--- src/rtl/ascii_decimal_to_int16_core_macros.svh ---
// Assertion macros shared by the parser modules.
`ifndef ASCII_DECIMAL_TO_INT16_CORE_MACROS_SVH
`define ASCII_DECIMAL_TO_INT16_CORE_MACROS_SVH

`ifndef SYNTH
// Same-cycle implication, checked at every rising edge outside reset.
`define ADI16_ASSERT_NOW(label, clk, rst_n, ante, cons) \
	label: assert property (@(posedge clk) disable iff (!rst_n) (ante) |-> (cons)) \
		else $error("adi16 assertion failed");
// Next-cycle implication, checked at every rising edge outside reset.
`define ADI16_ASSERT_NEXT(label, clk, rst_n, ante, cons) \
	label: assert property (@(posedge clk) disable iff (!rst_n) (ante) |=> (cons)) \
		else $error("adi16 assertion failed");
`else
`define ADI16_ASSERT_NOW(label, clk, rst_n, ante, cons)
`define ADI16_ASSERT_NEXT(label, clk, rst_n, ante, cons)
`endif

`endif

--- src/rtl/adi16_pkg.sv ---
package adi16_pkg;

	localparam logic [7:0]  CH_MINUS   = 8'h2D;
	localparam logic [7:0]  CH_ZERO    = 8'h30;
	localparam logic [7:0]  CH_NINE    = 8'h39;
	localparam logic [15:0] MAX_PREFIX = 16'(16'hFFFF / 10);
	localparam logic [3:0]  MAX_SUFFIX = 4'(16'hFFFF % 10);
	localparam logic [15:0] MAX_POS    = 16'hFFFF >> 1;
	localparam logic [15:0] MAX_NEG    = MAX_POS + 16'd1;

	typedef struct packed {
		logic [7:0] char_code;
		logic       last_char;
	} char_beat_t;

	typedef struct packed {
		logic [15:0] value_bits;
		logic        parse_ok;
	} result_t;

endpackage

--- src/rtl/adi16_in_stage.sv ---
module adi16_in_stage
	import adi16_pkg::*;
(
	input  logic       clk,
	input  logic       arst_n,
	input  logic       in_valid,
	output logic       in_ready,
	input  char_beat_t in_beat,
	input  logic       advance,
	output logic       valid_s1,
	output char_beat_t beat_s1
);

	assign in_ready = !valid_s1 || advance;

	always_ff @(posedge clk or negedge arst_n) begin
		if (!arst_n) begin
			valid_s1 <= 1'b0;
		end else if (in_ready) begin
			valid_s1 <= in_valid;
		end
	end

	always_ff @(posedge clk) begin
		if (in_valid && in_ready) begin
			beat_s1 <= in_beat;
		end
	end

endmodule

--- src/rtl/adi16_parse.sv ---
`include "ascii_decimal_to_int16_core_macros.svh"

module adi16_parse
	import adi16_pkg::*;
(
	input  logic       clk,
	input  logic       arst_n,
	input  logic       step_en,
	input  char_beat_t beat,
	input  logic       signed_mode,
	output result_t    result
);

	logic [15:0] acc_q;
	logic        start_q;
	logic        neg_q;
	logic        seen_q;
	logic        fail_q;

	logic        is_digit;
	logic [3:0]  digit;
	logic        take_minus;
	logic        overflow;
	logic        digit_ok;
	logic [15:0] mac;
	logic [15:0] acc_next;
	logic        neg_next;
	logic        seen_next;
	logic        fail_next;
	logic        ok;
	logic [15:0] value;

	assign is_digit   = (beat.char_code >= CH_ZERO) && (beat.char_code <= CH_NINE);
	assign digit      = beat.char_code[3:0];
	assign take_minus = !fail_q && start_q && signed_mode && (beat.char_code == CH_MINUS);
	assign overflow   = (acc_q > MAX_PREFIX) || ((acc_q == MAX_PREFIX) && (digit > MAX_SUFFIX));
	assign digit_ok   = !fail_q && !take_minus && is_digit && !overflow;
	assign mac        = {acc_q[12:0], 3'b000} + {acc_q[14:0], 1'b0} + {12'd0, digit};
	assign acc_next   = digit_ok ? mac : acc_q;
	assign neg_next   = neg_q || take_minus;
	assign seen_next  = seen_q || digit_ok;
	assign fail_next  = fail_q || (!take_minus && !digit_ok);

	always_comb begin
		ok    = !fail_next && seen_next;
		value = acc_next;
		if (neg_next) begin
			if (acc_next > MAX_NEG) begin
				ok = 1'b0;
			end
			value = 16'd0 - acc_next;
		end else if (signed_mode && (acc_next > MAX_POS)) begin
			ok = 1'b0;
		end
		result.parse_ok   = ok;
		result.value_bits = ok ? value : 16'd0;
	end

	always_ff @(posedge clk or negedge arst_n) begin
		if (!arst_n) begin
			acc_q   <= 16'd0;
			start_q <= 1'b1;
			neg_q   <= 1'b0;
			seen_q  <= 1'b0;
			fail_q  <= 1'b0;
		end else if (step_en) begin
			if (beat.last_char) begin
				acc_q   <= 16'd0;
				start_q <= 1'b1;
				neg_q   <= 1'b0;
				seen_q  <= 1'b0;
				fail_q  <= 1'b0;
			end else begin
				acc_q   <= acc_next;
				start_q <= 1'b0;
				neg_q   <= neg_next;
				seen_q  <= seen_next;
				fail_q  <= fail_next;
			end
		end
	end

	`ADI16_ASSERT_NEXT(a_clear_after_last, clk, arst_n, step_en && beat.last_char,
		start_q && !fail_q && !seen_q && !neg_q && (acc_q == 16'd0))
	`ADI16_ASSERT_NEXT(a_hold_after_fail, clk, arst_n, step_en && fail_q && !beat.last_char,
		fail_q && $stable(acc_q) && $stable(seen_q))
	`ADI16_ASSERT_NEXT(a_start_cleared, clk, arst_n, step_en && !beat.last_char, !start_q)

endmodule

--- src/rtl/adi16_out_stage.sv ---
`include "ascii_decimal_to_int16_core_macros.svh"

module adi16_out_stage
	import adi16_pkg::*;
(
	input  logic        clk,
	input  logic        arst_n,
	input  logic        load,
	input  result_t     result,
	output logic        out_valid,
	input  logic        out_ready,
	output logic        free,
	output logic [15:0] value_bits,
	output logic        parse_ok
);

	logic    valid_q;
	result_t result_q;

	assign free       = !valid_q || out_ready;
	assign out_valid  = valid_q;
	assign value_bits = result_q.value_bits;
	assign parse_ok   = result_q.parse_ok;

	always_ff @(posedge clk or negedge arst_n) begin
		if (!arst_n) begin
			valid_q <= 1'b0;
		end else if (free) begin
			valid_q <= load;
		end
	end

	always_ff @(posedge clk) begin
		if (load && free) begin
			result_q <= result;
		end
	end

	`ADI16_ASSERT_NOW(a_failed_is_zero, clk, arst_n, valid_q && !result_q.parse_ok,
		result_q.value_bits == 16'd0)
	`ADI16_ASSERT_NOW(a_no_load_when_full, clk, arst_n, load, free)

endmodule

--- src/rtl/ascii_decimal_to_int16_core.sv ---
// Streaming ASCII decimal to 16-bit integer parser, one character per beat.
// A last character's beat is held in the input register, then its result in the result register.
// Throughput: one character per cycle; the only stall is a full result register.
// The per-character update is one combinational multiply-by-ten add and compare.
// Reset clears the parse state and sets signed_mode to unsigned; no clearing pass.
module ascii_decimal_to_int16_core
	import adi16_pkg::*;
(
	input  logic        clk,
	input  logic        arst_n,
	input  logic        signed_mode_we,
	input  logic        signed_mode_wdata,
	input  logic        in_valid,
	output logic        in_ready,
	input  logic [7:0]  char_code,
	input  logic        last_char,
	output logic        out_valid,
	input  logic        out_ready,
	output logic [15:0] value_bits,
	output logic        parse_ok
);

	logic       signed_mode_q;
	char_beat_t in_beat;
	char_beat_t beat_s1;
	logic       valid_s1;
	logic       advance;
	logic       out_free;
	result_t    result;

	assign in_beat.char_code = char_code;
	assign in_beat.last_char = last_char;
	assign advance           = valid_s1 && (!beat_s1.last_char || out_free);

	always_ff @(posedge clk or negedge arst_n) begin
		if (!arst_n) begin
			signed_mode_q <= 1'b0;
		end else if (signed_mode_we) begin
			signed_mode_q <= signed_mode_wdata;
		end
	end

	adi16_in_stage u_in_stage (
		.clk      (clk),
		.arst_n   (arst_n),
		.in_valid (in_valid),
		.in_ready (in_ready),
		.in_beat  (in_beat),
		.advance  (advance),
		.valid_s1 (valid_s1),
		.beat_s1  (beat_s1)
	);

	adi16_parse u_parse (
		.clk         (clk),
		.arst_n      (arst_n),
		.step_en     (advance),
		.beat        (beat_s1),
		.signed_mode (signed_mode_q),
		.result      (result)
	);

	adi16_out_stage u_out_stage (
		.clk        (clk),
		.arst_n     (arst_n),
		.load       (advance && beat_s1.last_char),
		.result     (result),
		.out_valid  (out_valid),
		.out_ready  (out_ready),
		.free       (out_free),
		.value_bits (value_bits),
		.parse_ok   (parse_ok)
	);

endmodule
--- config.mk ---
export PLATFORM = sky130hd
export DESIGN_NAME = ascii_decimal_to_int16_core
export DESIGN_NICKNAME = d
export VERILOG_FILES = /design/src/rtl/adi16_pkg.sv /design/src/rtl/adi16_in_stage.sv /design/src/rtl/adi16_parse.sv /design/src/rtl/adi16_out_stage.sv /design/src/rtl/ascii_decimal_to_int16_core.sv
export VERILOG_INCLUDE_DIRS = /design/src /design/src/rtl
export SDC_FILE = /design/constraint.sdc
export NUM_CORES = 1
export LEC_CHECK = 0
export BUFFER_PORTS_ARGS = -buffer_cell sky130_fd_sc_hd__buf_2
export CAP_MARGIN = 15
export CORE_MARGIN = 5
export CORE_UTILIZATION = 62
export CTS_CLUSTER_DIAMETER = 60
export CTS_CLUSTER_SIZE = 10
export DETAILED_ROUTE_END_ITERATION = 12
export PLACE_DENSITY_LB_ADDON = 0.05
export RECOVER_POWER = 25
export SLEW_MARGIN = 5
export SYNTH_ARGS = -nofsm -noshare
export SYNTH_HDL_FRONTEND = slang
export SYNTH_HIERARCHICAL = 1
export SYNTH_SLANG_ARGS = --single-unit
--- constraint.sdc ---
create_clock -name clk -period 6.41 [get_ports clk]
set_input_delay 0.3205 -clock clk [delete_from_list [all_inputs] [get_ports clk]]
set_output_delay 0.3205 -clock clk [all_outputs]
set_load 0.02 [all_outputs]
==> results_dict.tcl <==
set metrics [dict create \
    firstDrtPassIters 4 \
    critPathTopFamily "compound AO/OA/AOI/OAI gates" \
    wl_per_cell_um 17.0 \
    grt_pass1_vias 2785 \
    peakVddDrop_v 0.000166 \
    clkTransAtPathRegs_ps 90 \
    grt_usage_pct 22.6 \
    ctsResizeCount 0 \
    cts-root-buf "clkbuf_8" \
    status "complete, no violations" \
    rsz0062_at_grt "no" \
    tns_ps 0 \
    finalWorstSetupSlack_ps 2030 \
    fmax_mhz 228 \
    die_h_um 85.1 \
    nFillCells 445 \
    hp-class "in -> reg" \
    synthTopCellsByArea "edfxtp_1 (22%), dfrtp_1 (16%), ha_1 (10%)" \
    start_kind "flip-flop" \
    drt_wl_total_mm 7.69 \
    grt_max_degree 26 \
    cts-buffers-inserted 5 \
    clockBufferDepth 2 \
    drt-vias-per-instance 6.10 \
    grt_pass1_wl_mm 13.2 \
    end_kind "flip-flop" \
    ctsHoldBuffers 0 \
    placementRows 27 \
    path_buf_inv 1 \
    synth_cell_type_count 66 \
    crit_path_cell_trace "inv_1 > fa_1 > fa_1 > nand2b_1 > a211oi_1 > o32ai_1 > nor2_1 > nor4_4 > a22oi_2 > nor4_4 > o31ai_4 > nor2_1" \
    clock_latency_ps 290 \
    drive_gt1_share_pct 19.7 \
    netlist_instances 349 \
    die-area_um2 7250 \
    dpl_cell_area_um2 3710 \
    synth_ff_type "edfxtp_1" \
    synth_seq_cells 49 \
    grt_antenna_before_repair 0 \
    drc 0 \
    postCtsSetupBuffers 0 \
    finalSetupViolations 0 \
    vias 2758 \
    areaGrowthSynthToFinish_pct 8.37 \
    crit_arrival_ps 4400 \
    yosysMostFrequentCell "nor2_1" \
    async_reset_ff_share_pct 46.9 \
    post-route-period-util_pct 68.4 \
    start_util_pct 63.6 \
    fin_crit_ps 4380 \
    die_w_um 85.1 \
    max-cap-violations 0 \
    htree_levels 2 \
    cp_max_fo 17 \
    skew_ps 4.38 \
    worstMarginPinSlew_ps 1360 \
    cpPeakStageDelay_ps 770 \
    num-nets-final 424 \
    final_util_pct 68.9 \
    drt_iter0_drc 151 \
    required_ps 6430 \
    netlist_top_cells_count "nor2_1 (36), ha_1 (28), edfxtp_1 (26)" \
    coreArea_um2 5510 \
    yosysSeqAreaShare_pct 38.8 \
    yosysWarnings 6 \
    antennaDiodeCount 0 \
    synth_edf_count 26 \
    finalWeightedCongestion 0.934 \
    grt_use_met2_pct 40.7 \
    final-hold-violation-count 0 \
    cts.sinks 49 \
    top_usage_layer "met2" \
    critPathSlowestCell "o31ai_4" \
    hpwlAfterDp_mm 6.01 \
    syn_avg_cell_area_um2 10.0 \
    gr-usage-met3_pct 4.37 \
    io_buffers 33 \
    critPathKind "reg -> reg" \
    pin_count 34 \
    synth_top_area_share_pct 22.3 \
    ant_nets 0 \
    design_area_um2 3790 \
    drv_slew 0 \
    power_density_nw_per_um2 164 \
    synth_area_leader_cell "edfxtp_1" \
    synth_nets 394 \
    dp_worst_setup_slack_ps 2040 \
    use_met1_pct 27.5 \
    leakagePower_nw 1.67 \
    cts_tree "built" \
    syn_area_um2 3500 \
    grt.overflow.total 0 \
    slew_headroom_pct 9.26 \
]
## sequential cells by signal, indices dropped and copies added (netlist names)
register and flops:
signed_mode_q 1, u_in_stage/beat_s1 9, u_in_stage/valid_s1 1, u_out_stage/out_valid 1, u_out_stage/parse_ok 1, u_out_stage/value_bits 16, u_parse/acc_q 16, u_parse/fail_q 1
u_parse/neg_q 1, u_parse/seen_q 1, u_parse/start_q 1
## cell type report
type                       count  area (um^2)  area share (%)
inverter                      19         71.3            1.88
clock inverter                 3         17.5           0.462
multi-input combinational    270         2020            53.2
sequential                    49         1360            35.8
tap                           72         90.1            2.38
timing repair buffer          34          171            4.52
clock buffer                   5         68.8            1.81
## through the flow
| step | hold slack, ps | power (mW) | std cells |
|---|---|---|---|
| after CTS | 22.1 | 0.626 | 452 |
| after global routing | 171 | 0.652 | 452 |
| after floorplan | 24.9 | 0.422 | 349 |
| after global placement | 344 | 0.449 | 444 |
| after detailed placement | 350 | 0.451 | 444 |
| final | 192 | 0.620 | 452 |
## power breakdown
part	leakage (nW)	internal, mW	switching, mW	total (mW)
logic	1.07	0.0280	0.0557	0.0837
registers	0.559	0.351	0.00962	0.360
clock network	0.0455	0.0756	0.101	0.176
total	1.67	0.454	0.166	0.620
## final timing paths
| kind | endpoint | from | cells past startpoint | slack (ps) |
|---|---|---|---|---|
| worst max-delay path | u_out_stage/value_bits[3] | u_parse/acc_q[2] | 12 | 2030 |
| worst min-delay path | u_in_stage/beat_s1[2] | char_code[1] | 1 | 190 |
| worst max register to register | u_out_stage/value_bits[3] | u_parse/acc_q[2] | 12 | 2030 |
| worst min register to register | u_parse/start_q | u_parse/start_q | 2 | 510 |
| max in group asynchronous | u_parse/neg_q | arst_n | 1 | 5300 |
| min in group asynchronous | u_parse/acc_q[11] | arst_n | 1 | 310 |
## metal layers
layer / up-vias / wire, um
li1: 1340 / -
met1: 1326 / 3290
met2: 73 / 3930
met3: 19 / 298
met4: 0 / 166
met5: - / 0
## cell usage in the layout, fill, tap and decap left out, types with 3 or more instances in the layout
cell type,count
o211ai_1,3
a21oi_1,25
buf_2,32
xor2_1,10
nand2_1,17
or3_1,5
a22o_1,6
mux2i_1,7
nor4_4,3
nor2_1,36
o21a_1,6
clkbuf_8,5
or2_2,3
nor4_1,3
ha_1,28
o22ai_1,7
o31ai_1,4
edfxtp_1,26
a211oi_1,6
nor3_1,7
a21o_1,3
nand2b_1,5
nor2_2,9
inv_1,18
and3_1,4
xnor2_1,14
o21ai_0,15
nor4b_1,3
dfrtp_1,22
## logic make-up after synthesis
| group | share of synthesized area, % |
|---|---|
| mux | 2.75 |
| flops | 38.8 |
| fa+ha+maj | 11.2 |
| buf+inv | 3.61 |
| xor+xnor | 6.01 |
| compound gates | 18.8 |
| simple gates | 18.9 |
Power figures use the tool's default switching activity.
